--- config.mk ---
export PLATFORM = sky130hd
export DESIGN_NAME = prt_front
export DESIGN_NICKNAME = d
export VERILOG_FILES = /design/src/rtl/page_refault_tracking_table_assert.svh /design/src/rtl/prt_pkg.sv /design/src/rtl/prt_front.sv
export SDC_FILE = /design/constraint.sdc
export NUM_CORES = 1
export LEC_CHECK = 0
export BUFFER_PORTS_ARGS = -buffer_cell sky130_fd_sc_hd__clkbuf_2
export CAP_MARGIN = 20
export CORE_ASPECT_RATIO = 0.6
export CORE_MARGIN = 4
export CORE_UTILIZATION = 56
export CTS_CLUSTER_DIAMETER = 80
export DETAILED_ROUTE_END_ITERATION = 12
export GPL_ROUTABILITY_DRIVEN = 0
export GPL_TIMING_DRIVEN = 0
export PLACE_DENSITY = 0.94
export SYNTH_ARGS = -nofsm -noshare
export SYNTH_HDL_FRONTEND = slang
export SYNTH_SLANG_ARGS = --single-unit
--- constraint.sdc ---
create_clock -name clk -period 6.4 [get_ports clk]
set_input_delay 1.6 -clock clk [delete_from_list [all_inputs] [get_ports clk]]
set_output_delay 1.6 -clock clk [all_outputs]
set_load 0.01 [all_outputs]
--- src/rtl/page_refault_tracking_table_assert.svh ---
// Assertion helpers for the page refault tracking table.
// Each macro expects clk and arst_n in the enclosing scope.
`ifndef PAGE_REFAULT_TRACKING_TABLE_ASSERT_SVH
`define PAGE_REFAULT_TRACKING_TABLE_ASSERT_SVH

// Same-cycle implication.
`define PRT_ASSERT(lbl, ante, cons, msg) \
	lbl: assert property (@(posedge clk) disable iff (!arst_n) (ante) |-> (cons)) \
		else $error(msg);

// Next-cycle implication.
`define PRT_ASSERT_NEXT(lbl, ante, cons, msg) \
	lbl: assert property (@(posedge clk) disable iff (!arst_n) (ante) |=> (cons)) \
		else $error(msg);

`endif

--- src/rtl/prt_pkg.sv ---
package prt_pkg;

	// Input opcodes
	typedef enum logic [1:0] {
		OP_EVICT   = 2'd0,
		OP_REFAULT = 2'd1,
		OP_CHECK   = 2'd2,
		OP_TICK    = 2'd3
	} op_t;

	// Command class decided at the front
	typedef enum logic [1:0] {
		KIND_IGNORE = 2'd0,
		KIND_LOOKUP = 2'd1,
		KIND_TICK   = 2'd2
	} kind_t;

	typedef struct packed {
		kind_t       kind;
		op_t         op;
		logic [31:0] key;
		logic [31:0] off;
	} cmd_t;

	// Command queue depth (power of two)
	localparam int QDEPTH = 2;

	// Refault count saturation value
	localparam logic [15:0] CNT_MAX = 16'hFFFF;

endpackage

--- src/rtl/prt_front.sv ---
module prt_front (
	input  logic                clk,
	input  logic                arst_n,
	input  logic                push,
	output logic                full,
	input  logic [1:0]          opcode,
	input  logic [31:0]         file_key,
	input  logic [31:0]         page_offset,
	input  logic                hold,
	output logic                cmd_valid,
	output prt_pkg::cmd_t       cmd,
	input  logic                cmd_pop
);

	localparam int QAW = $clog2(prt_pkg::QDEPTH);

	prt_pkg::cmd_t  q_mem [prt_pkg::QDEPTH];
	logic [QAW-1:0] wp_q, rp_q;
	logic [QAW:0]   cnt_q;
	prt_pkg::cmd_t  new_cmd;
	logic           wr;

	// Classify the incoming beat
	always_comb begin
		new_cmd.op  = prt_pkg::op_t'(opcode);
		new_cmd.key = file_key;
		new_cmd.off = page_offset;
		if (prt_pkg::op_t'(opcode) == prt_pkg::OP_TICK) begin
			new_cmd.kind = prt_pkg::KIND_TICK;
		end else if (file_key == 32'd0) begin
			new_cmd.kind = prt_pkg::KIND_IGNORE;
		end else begin
			new_cmd.kind = prt_pkg::KIND_LOOKUP;
		end
	end

	assign full      = (cnt_q == (QAW+1)'(prt_pkg::QDEPTH)) || hold;
	assign wr        = push && !full;
	assign cmd_valid = (cnt_q != '0);
	assign cmd       = q_mem[rp_q];

	// Queue storage
	always_ff @(posedge clk) begin
		if (wr) begin
			q_mem[wp_q] <= new_cmd;
		end
	end

	// Pointers and fill count
	always_ff @(posedge clk or negedge arst_n) begin
		if (!arst_n) begin
			wp_q  <= '0;
			rp_q  <= '0;
			cnt_q <= '0;
		end else begin
			if (wr) begin
				wp_q <= wp_q + 1'b1;
			end
			if (cmd_pop) begin
				rp_q <= rp_q + 1'b1;
			end
			cnt_q <= cnt_q + (QAW+1)'(wr) - (QAW+1)'(cmd_pop);
		end
	end

endmodule

==> run_results.csv, run 1 <==
group,metric,value,unit
run_status,status,"completed",
global_route,top_usage_layer,"met2",
timing,finalWorstSetupSlack,2.82,ns
route,viasPerCell,5.19,
cts,clk_pin_slew,0.06,ns
place,portBuffers,140,
pwr,clkPwrFrac,35.1,%
final_layout,final_util,74.8,%
global_route,track_usage,20.2,%
final_layout,nets,479,
route,dr.pass1.iters,4,
route,detail-route-antenna-nets,0,
cts,cts-hold-fix-buffers,0,
floorplanning,core_area,0.00916,sq mm
global_route,grt_start_max_net_pins,33,
route,drc,0,
synth,yosysWarnings,0,
place,dp_hpwl,7110,um
cts,ctsRootBufferMaster,"clkbuf_16",
global_route,grtUsageMet1,24.9,%
timing,fin_worst_skew,0.00867,ns
floorplanning,die-width,133,um
setup_path,cp-start-kind,"input pin",
timing,drv_slew,0,
floorplanning,dieHeight,82.9,um
cts,post-cts-setup-buffers,0,
place,dpl.cell_count,517,
cts,cts.path.max_buffers,2,
setup_path,cp.required,4.80,ns
final_layout,final_common_cell,"clkbuf_2",
synth,netlist_area,0.00524,sq mm
worst_hold_path,holdPathStages,1,
setup_path,r2r_cells,5,
timing,hold_violations,0,
setup_path,r2r_end,"q_mem[1][66]",
final_layout,layout.cells.non_filler,549,
timing,fin_crit_sh,55.9,%
run,maxCapViolations,0,
floorplanning,placementRows,27,
cts,clkSinkCount,140,
timing,setup_viol,0,
synth,syn_inst,243,
final_layout,syn_to_final_growth,30.8,%
route,routed_wl,10600,um
global_route,gr-total-overflow,0,
pwr,power.density,440,mW/mm^2
timing,hold_ws,0.517,ns
global_route,grt_pass1_vias,3152,
setup_path,crit_type,"in -> out",
cts,post_cts_resize_count,0,
cts,insertion_delay,0.41,ns
place,place_ws,2.82,ns
timing,timing.slew.headroom,44.2,%
floorplanning,initial_core_util,57.2,%
worst_hold_path,min-delay-start,"cnt_q[1]",
route,wl_per_cell,19.2,um
pwr,p_switching,0.805,mW
final_layout,multi_input_area,988,sq um
setup_path,r2r-start,"cnt_q[1]",
synth,ys_seq_area_share,79.9,%
global_route,grt_antenna_before_repair,0,
worst_hold_path,hp-class,"reg -> reg",
place,dpl_cell_area,0.00620,sq mm
global_route,met3_usage,7.51,%
floorplanning,ios,141,
final_layout,final_cell_mix,"clkbuf_2 (140), edfxtp_1 (136), mux2_2 (58), clkbuf_16 (17), mux2_4 (10)",
setup_path,end_kind,"output pin",
pwr,sw_frac_of_total,26.7,%
route,vias,2851,
cts,cts-htree-levels,4,
pwr,cellLeakagePower,2.63,nW
timing,fin_crit,3.58,ns
synth,syn_area_per_cell,21.5,sq um
global_route,grtUsageMet2,32.9,%
timing,rsz0062_at_grt,"false",
final_layout,drive_gt1_share,60.9,%
synth,synth_nets,316,
cts,cts_made_buffers,17,
setup_path,critPathMaxFanout,2,
synth,synthDistinctLibCells,19,
route,drt_iter0_drc,179,
pwr,p_int,2.21,mW
pwr,p_seq_share,39.1,%
cts,cts_tree,"done",
global_route,grt_pass1_wl,16700,um
worst_hold_path,hold_end,"cnt_q[1]",
timing,max_freq,280,MHz
floorplanning,dieArea,0.0110,sq mm
pwr,power_frac_comb,25.9,%
final_layout,fillCellCount,540,
final_layout,register_area,0.00418,sq mm
final_layout,final_area,0.00685,sq mm
setup_path,crit_arrival,1.98,ns
setup_path,regToRegSetupSlack,4.22,ns
timing,worst_pin_slew,0.835,ns
final_layout,antennaDiodeCount,0,
pwr,ir_drop,0.340,mV
synth,ys_seq_elements,140,
[power groups by stage]
stage                     sequential, mW  combinational (mW)  clock [mW]
final                               1.18               0.779        1.06
after CTS                           1.18               0.792        1.07
after detailed placement            1.20               0.782           0
after floorplan                     1.19               0.485           0
after global routing                1.19               0.833        1.13
after global placement              1.20               0.735           0
[cells by family after synthesis]
group | synth area share [%]
flops | 79.9
xor+xnor | 0.669
buf+inv | 1.48
fa+ha+maj | 0.478
compound gates | 0.430
mux | 15.3
simple gates | 1.67
[routing by layer]
metal | wire (um) | vias to the layer above
met5 | 0 | -
met4 | 89 | 0
met3 | 726 | 7
met2 | 5260 | 119
met1 | 4470 | 1426
li1 | - | 1299
[worst max-delay path: stages]
cell and delay, ns:
clkbuf_2 0.08, inv_1 0.07, o21ai_0 0.09, clkbuf_2 0.13
[through the flow]
step	setup TNS [ns]	total power, mW
detailed placement	0	1.98
global route	0	3.15
floorplan	0	1.68
global placement	-39.25	1.94
CTS	0	3.04
finish	0	3.01
[registers in the layout (all words and copies together) (netlist names)]
signal  cells
rp_q        1
q_mem     136
wp_q        1
cnt_q       2
[layout make-up]
class	instances	area share, %
multi-input cells	91	14.4
clock inverters	15	3.23
repair buffers	144	11.5
plain buffers	8	0.914
flip-flops and latches	140	61.1
inverters	4	0.219
clock buffers	17	6.21
well taps	130	2.38
[how the worst max path moves through the flow]
stage / from / end / slack [ns] / cells past startpoint
finish: hold / full / 2.82 / 4
global route: hold / full / 2.80 / 4
detailed placement: hold / full / 2.82 / 4
floorplan: hold / q_mem[0][0] / 1.26 / 3
global placement: hold / q_mem[1][55] / -0.31 / 4
CTS: hold / full / 2.82 / 4
[cells in the mapped netlist]
library cell  number  area, sq um
mux2_2            58          653
ha_1               2         25.0
or2_2              1         6.26
buf_8              1         15.0
dfrtp_1            4          100
buf_6              2         22.5
and4_1             2         17.5
nor2_1             2         7.51
inv_1              4         15.0
a21oi_1            1         5.00
nor4_1             8         50.1
and2_1             1         6.26
buf_2              5         25.0
mux2_4            10          150
o21ai_0            1         5.00
o211ai_2           1         12.5
edfxtp_1         136         4080
xor2_1             1         8.76
xnor2_1            3         26.3
(Power assumes the default switching activity.)
==> inputs of run 2 (changes only) <==
--- a/config.mk
+++ b/config.mk
@@ -9,12 +9,12 @@
 export CAP_MARGIN = 20
 export CORE_ASPECT_RATIO = 0.6
 export CORE_MARGIN = 4
-export CORE_UTILIZATION = 56
+export CORE_UTILIZATION = 52
 export CTS_CLUSTER_DIAMETER = 80
 export DETAILED_ROUTE_END_ITERATION = 12
 export GPL_ROUTABILITY_DRIVEN = 0
 export GPL_TIMING_DRIVEN = 0
-export PLACE_DENSITY = 0.94
+export PLACE_DENSITY = 0.89
 export SYNTH_ARGS = -nofsm -noshare
 export SYNTH_HDL_FRONTEND = slang
 export SYNTH_SLANG_ARGS = --single-unit
==> constraint.sdc (replaced) <==
create_clock -name clk -period 3.6 [get_ports clk]
set_input_delay 0.9 -clock clk [delete_from_list [all_inputs] [get_ports clk]]
set_output_delay 0.9 -clock clk [all_outputs]
set_load 0.01 [all_outputs]
==> run_results.csv, run 2 (same netlist as run 1, synthesis figures left out) <==
group,metric,value,unit
route,dr.pass1.iters,4,
place,dpl_cell_area,0.00621,sq mm
final_layout,layout.cells.non_filler,554,
final_layout,largest_register,"q_mem",
cts,clk_pin_slew,0.05,ns
route,drt_iter0_drc,121,
floorplanning,dieHeight,85.7,um
route,routed_wl,10200,um
setup_path,r2r-start,"cnt_q[1]",
pwr,ir_drop,0.468,mV
final_layout,antennaDiodeCount,0,
place,dp_hpwl,7180,um
floorplanning,core_area,0.00984,sq mm
setup_path,end_kind,"output pin",
global_route,track_usage,17.9,%
timing,timing.slew.headroom,44.4,%
final_layout,final_cell_mix,"clkbuf_2 (140), edfxtp_1 (136), mux2_2 (58), clkbuf_16 (17), mux2_4 (10)",
setup_path,cp.required,2.70,ns
route,vias,2791,
pwr,finalPower,5.09,mW
cts,post_cts_resize_count,0,
cts,cts-htree-levels,4,
global_route,grt_antenna_before_repair,0,
setup_path,regToRegSetupSlack,1.42,ns
cts,cts_tree,"done",
final_layout,drive_gt1_share,60.1,%
run_status,status,"completed",
global_route,grt_start_max_net_pins,27,
cts,cts_made_buffers,17,
timing,setup_viol,0,
place,place_ws,0.835,ns
pwr,power.density,752,mW/mm^2
place,dpl.cell_count,522,
route,detail-route-antenna-nets,0,
run,maxCapViolations,0,
setup_path,cp-start-kind,"register",
place,portBuffers,140,
final_layout,final_common_cell,"clkbuf_2",
cts,cts-hold-fix-buffers,0,
worst_hold_path,hp-class,"in -> async",
pwr,cellLeakagePower,2.61,nW
setup_path,critPathMaxFanout,10,
final_layout,nets,479,
global_route,grt_pass1_vias,3065,
cts,post-cts-setup-buffers,0,
cts,cts.path.max_buffers,2,
floorplanning,ios,141,
floorplanning,dieArea,0.0118,sq mm
cts,insertion_delay,0.41,ns
floorplanning,initial_core_util,53.2,%
timing,fin_worst_skew,0.00927,ns
timing,max_freq,390,MHz
global_route,gr-total-overflow,0,
route,viasPerCell,5.04,
timing,fin_crit,2.56,ns
final_layout,fillCellCount,635,
cts,ctsRootBufferMaster,"clkbuf_16",
timing,drv_slew,0,
final_layout,reg_top3,"q_mem (136), cnt_q (2)",
final_layout,largest_reg_flops,136,
final_layout,syn_to_final_growth,29.4,%
cts,clkSinkCount,140,
timing,fin_crit_sh,71.1,%
floorplanning,die-width,138,um
route,wl_per_cell,18.3,um
setup_path,r2r_cells,5,
setup_path,crit_arrival,1.66,ns
route,drc,0,
setup_path,r2r_end,"q_mem[0][53]",
global_route,grt_pass1_wl,15600,um
final_layout,final_area,0.00677,sq mm
timing,hold_violations,0,
floorplanning,placementRows,28,
setup_path,crit_type,"reg -> out",
timing,rsz0062_at_grt,"false",
timing,finalWorstSetupSlack,1.04,ns
timing,worst_pin_slew,0.832,ns
[run 2: changes by cell type in the layout (fill, tap and decap cells not counted)]
cell        delta
inv_6          -1
buf_16         +1
bufinv_16      -3
clkinv_1       +1
clkinvlp_4     -2
clkinv_2       +3
clkbuf_1       +2
buf_12         -1
[run 2: power breakdown]
group / internal, mW / switching [mW] / total (mW)
clock network: 1.01 / 0.621 / 1.63
logic: 0.670 / 0.702 / 1.37
registers: 2.03 / 0.0608 / 2.09
total: 3.71 / 1.38 / 5.09
[run 2: per-stage QoR]
step,utilization (%),hold WS (ns),setup TNS [ns]
final,68.8,0.304,0
after global routing,68.8,0.293,0
after CTS,68.8,0.281,0
after detailed placement,63.1,0.508,0
after global placement,62.0,0.474,-328.45
after floorplan,-,0.459,-114.66
[run 2: how the worst max path moves through the flow]
stage,startpoint,endpoint,slack [ns],cells after the start
floorplan,hold,q_mem[0][0],-0.84,3
global placement,hold,q_mem[1][30],-2.42,4
detailed placement,hold,q_mem[1][25],0.83,6
CTS,rp_q,cmd[52],1.01,4
global route,rp_q,cmd[52],0.97,4
finish,rp_q,cmd[52],1.04,4
[run 2: worst max-delay path: stages, from the launching register on]
cell and delay (ns):
dfrtp_1 0.33, buf_6 0.13, buf_2 0.27, mux2_2 0.39, clkbuf_2 0.14
[run 2: routing by layer]
layer	vias up	share of wire, %	track usage, %
met5	-	0	0
met4	0	1.0	6.52
met3	11	8.3	6.68
met2	113	46	28.8
met1	1366	44	22.6
li1	1301	-	-
[run 2: final cells by class]
class                           instances  area (sq um)  area share (%)
Buffer                                  8          62.6           0.924
Inverter                                4          15.0           0.222
Clock buffer                           19           433            6.39
Tap cell                              135           169            2.49
Multi-Input combinational cell         91           988            14.6
Sequential cell                       140          4180            61.8
Timing Repair Buffer                  144           796            11.7
Clock inverter                         13           126            1.87
==> inputs of run 3 (changes only) <==
--- a/config.mk
+++ b/config.mk
@@ -5,16 +5,17 @@
 export SDC_FILE = /design/constraint.sdc
 export NUM_CORES = 1
 export LEC_CHECK = 0
+export ABC_AREA = 1
 export BUFFER_PORTS_ARGS = -buffer_cell sky130_fd_sc_hd__clkbuf_2
 export CAP_MARGIN = 20
 export CORE_ASPECT_RATIO = 0.6
 export CORE_MARGIN = 4
-export CORE_UTILIZATION = 52
+export CORE_UTILIZATION = 47
 export CTS_CLUSTER_DIAMETER = 80
 export DETAILED_ROUTE_END_ITERATION = 12
 export GPL_ROUTABILITY_DRIVEN = 0
 export GPL_TIMING_DRIVEN = 0
-export PLACE_DENSITY = 0.89
+export PLACE_DENSITY = 0.85
 export SYNTH_ARGS = -nofsm -noshare
 export SYNTH_HDL_FRONTEND = slang
 export SYNTH_SLANG_ARGS = --single-unit
==> constraint.sdc (replaced) <==
create_clock -name clk -period 2.2 [get_ports clk]
set_input_delay 0.55 -clock clk [delete_from_list [all_inputs] [get_ports clk]]
set_output_delay 0.55 -clock clk [all_outputs]
set_load 0.01 [all_outputs]
==> run_results.csv, run 3 <==
group,metric,value,unit
floorplanning,core_area,0.0108,sq mm
final_layout,nets,502,
synth,synthTopCellsByCount,"edfxtp_1 (136), mux2_2 (58), nor2_1 (24)",
pwr,p_switching,2.32,mW
synth,syn_inst,266,
pwr,ir_drop,0.749,mV
pwr,p_int,6.47,mW
global_route,grt_pass1_vias,3143,
final_layout,syn_to_final_growth,31.3,%
run,maxCapViolations,0,
place,dpl_cell_area,0.00626,sq mm
synth,yosysMostFrequentCell,"edfxtp_1",
final_layout,final_area,0.00693,sq mm
place,portBuffers,140,
synth,synth_top_area_cell,"edfxtp_1",
final_layout,fillCellCount,759,
cts,cts-htree-levels,4,
cts,clkSinkCount,140,
synth,synth_nets,339,
timing,fin_worst_skew,0.00548,ns
setup_path,regToRegSetupSlack,0.52,ns
setup_path,r2r-start,"cnt_q[0]",
setup_path,crit_arrival,1.58,ns
setup_path,cp-start-kind,"register",
setup_path,crit_type,"reg -> out",
synth,synthDistinctLibCells,15,
run_status,status,"completed",
place,dp_hpwl,7230,um
pwr,clkPwrFrac,35.1,%
route,wl_per_cell,17.8,um
timing,rsz0062_at_grt,"true",
setup_path,cp.required,1.65,ns
worst_hold_path,min-delay-start,"page_offset[27]",
setup_path,cp_slowest_cell,"mux2_2",
worst_hold_path,hold_end,"q_mem[0][27]",
synth,syn_area_per_cell,19.8,sq um
route,viasPerCell,5.00,
floorplanning,die-width,145,um
timing,hold_ws,0.334,ns
floorplanning,initial_core_util,49.0,%
setup_path,cp_top_family,"buffers and inverters",
cts,clk_pin_slew,0.06,ns
setup_path,r2r_end,"q_mem[0][29]",
final_layout,reg_top3,"q_mem (136), cnt_q (2)",
floorplanning,dieArea,0.0130,sq mm
route,drc,0,
setup_path,cp_cell_sequence,"buf_6 -> clkbuf_4 -> mux2_2 -> clkbuf_2",
synth,ys.flop_type,"edfxtp_1",
route,routed_wl,10300,um
cts,post-cts-setup-buffers,0,
global_route,grt_start_max_net_pins,31,
synth,ys_seq_elements,140,
setup_path,worstPathBufferInverterCount,3,
global_route,grt_antenna_before_repair,0,
setup_path,r2r_cells,5,
timing,fin_crit,2.13,ns
timing,fin_crit_sh,97.0,%
route,detail-route-antenna-nets,0,
synth,synth_edf_count,136,
cts,ctsRootBufferMaster,"clkbuf_16",
setup_path,critical-path-max-stage-delay,0.37,ns
setup_path,end_kind,"output pin",
pwr,p_seq_share,38.8,%
route,dr.pass1.iters,4,
pwr,cellLeakagePower,2.68,nW
final_layout,drive_gt1_share,57.2,%
pwr,power.density,1270,mW/mm^2
global_route,track_usage,16.1,%
final_layout,final_cell_mix,"clkbuf_2 (138), edfxtp_1 (136), mux2_2 (58), nor2_1 (22), clkbuf_16 (17)",
synth,ys_seq_area_share,79.3,%
setup_path,critPathMaxFanout,10,
pwr,sw_frac_of_total,26.4,%
synth,synth_area_leaders,"edfxtp_1 (77%), mux2_2 (12%), mux2_4 (2.8%)",
timing,max_freq,468,MHz
timing,setup_viol,0,
timing,worst_pin_slew,0.522,ns
cts,cts_tree,"done",
floorplanning,ios,141,
final_layout,register_area,0.00418,sq mm
final_layout,final_common_cell,"clkbuf_2",
synth,synth_top_area_share,77.4,%
route,vias,2905,
worst_hold_path,hp-class,"in -> reg",
final_layout,multi_input_area,0.00104,sq mm
pwr,power_frac_comb,26.1,%
synth,yosysWarnings,0,
route,drt_iter0_drc,116,
timing,hold_violations,0,
final_layout,antennaDiodeCount,0,
cts,cts_made_buffers,17,
cts,cts.path.max_buffers,2,
floorplanning,dieHeight,90.1,um
timing,finalSetupTns,0,ns
cts,insertion_delay,0.40,ns
synth,async_reset_ff_share,2.86,%
final_layout,largest_register,"q_mem",
final_layout,largest_reg_flops,136,
worst_hold_path,holdPathStages,1,
global_route,gr-total-overflow,0,
synth,netlist_area,0.00528,sq mm
timing,drv_slew,0,
floorplanning,placementRows,29,
global_route,grt_pass1_wl,15800,um
timing,timing.slew.headroom,65.1,%
run 3: cell count changes in the layout (fill, tap and decap cells not counted), sizes merged, moves of 2 or more:
cell    delta
nor2      +22
bufinv     +3
inv        +5
clkinv     -7
and4       -2
nor4       -8
nand2     +13
run 3: final cells by class:
type                    count  share of cell area (%)
inverters                   5                   0.271
flip-flops and latches    140                    60.4
multi-input cells         113                    15.0
clock buffers              19                    6.24
clock inverters            13                    3.03
plain buffers               7                   0.993
repair buffers            145                    11.6
well taps                 139                    2.51
run 3: metrics by stage:
step / cells / power, mW / setup WS [ns] / util (%)
after global placement: 545 / 5.64 / -0.557 / 57.4
after detailed placement: 549 / 5.76 / 0.299 / 58.1
after floorplan: 266 / 4.89 / 0.0204 / -
final: 581 / 8.79 / 0.0654 / 64.3
after CTS: 582 / 8.90 / -0.0297 / 64.3
after global routing: 581 / 9.21 / -0.00502 / 64.3
run 3: power by group through the flow:
stage          sequential (mW)  combinational, mW  clock, mW
2_1_floorplan             3.45               1.44          0
3_3_place_gp              3.46               2.18          0
3_5_place_dp              3.47               2.29          0
4_1_cts                   3.41               2.34       3.16
5_1_grt                   3.44               2.49       3.28
6_report                  3.41               2.29       3.09
run 3: worst max-delay path by stage:
stage                         to  cells past startpoint  slack [ns]  startpoint
global route             cmd[17]                      4      -0.005        rp_q
floorplan            q_mem[0][0]                      3        0.02        hold
CTS                      cmd[42]                      5       -0.03        rp_q
global placement    q_mem[0][26]                      4       -0.56        hold
finish                   cmd[24]                      4        0.07        rp_q
detailed placement  q_mem[0][26]                      5        0.30        hold
run 3: metal layers:
metal  vias up  global-route usage (%)  wire length [um]
met5         -                       0                 0
met4         0                    5.59                72
met3         9                    6.52               933
met2       123                    26.2              5040
met1      1425                    19.3              4300
li1       1348                       -                 -
run 3: repair_timing:
action                                  4_1_cts  5_1_grt
hold buffers                                  1        0
resized for setup                             3       11
hold endpoints to repair                      4        0
endpoints found under the setup margin       36       40
run 3: kinds of logic (layout without fill, tap and decap cells):
| group | count (synthesis) | after routing | synth area share [%] |
|---|---|---|---|
| XOR/XNOR | 4 | 4 | 0.664 |
| adder cells (fa/ha/maj) | 2 | 2 | 0.474 |
| buffers and inverters | 13 | 189 | 1.54 |
| flip-flops | 140 | 140 | 79.3 |
| multiplexers | 68 | 68 | 15.2 |
| AND/OR/NAND/NOR | 39 | 39 | 2.84 |
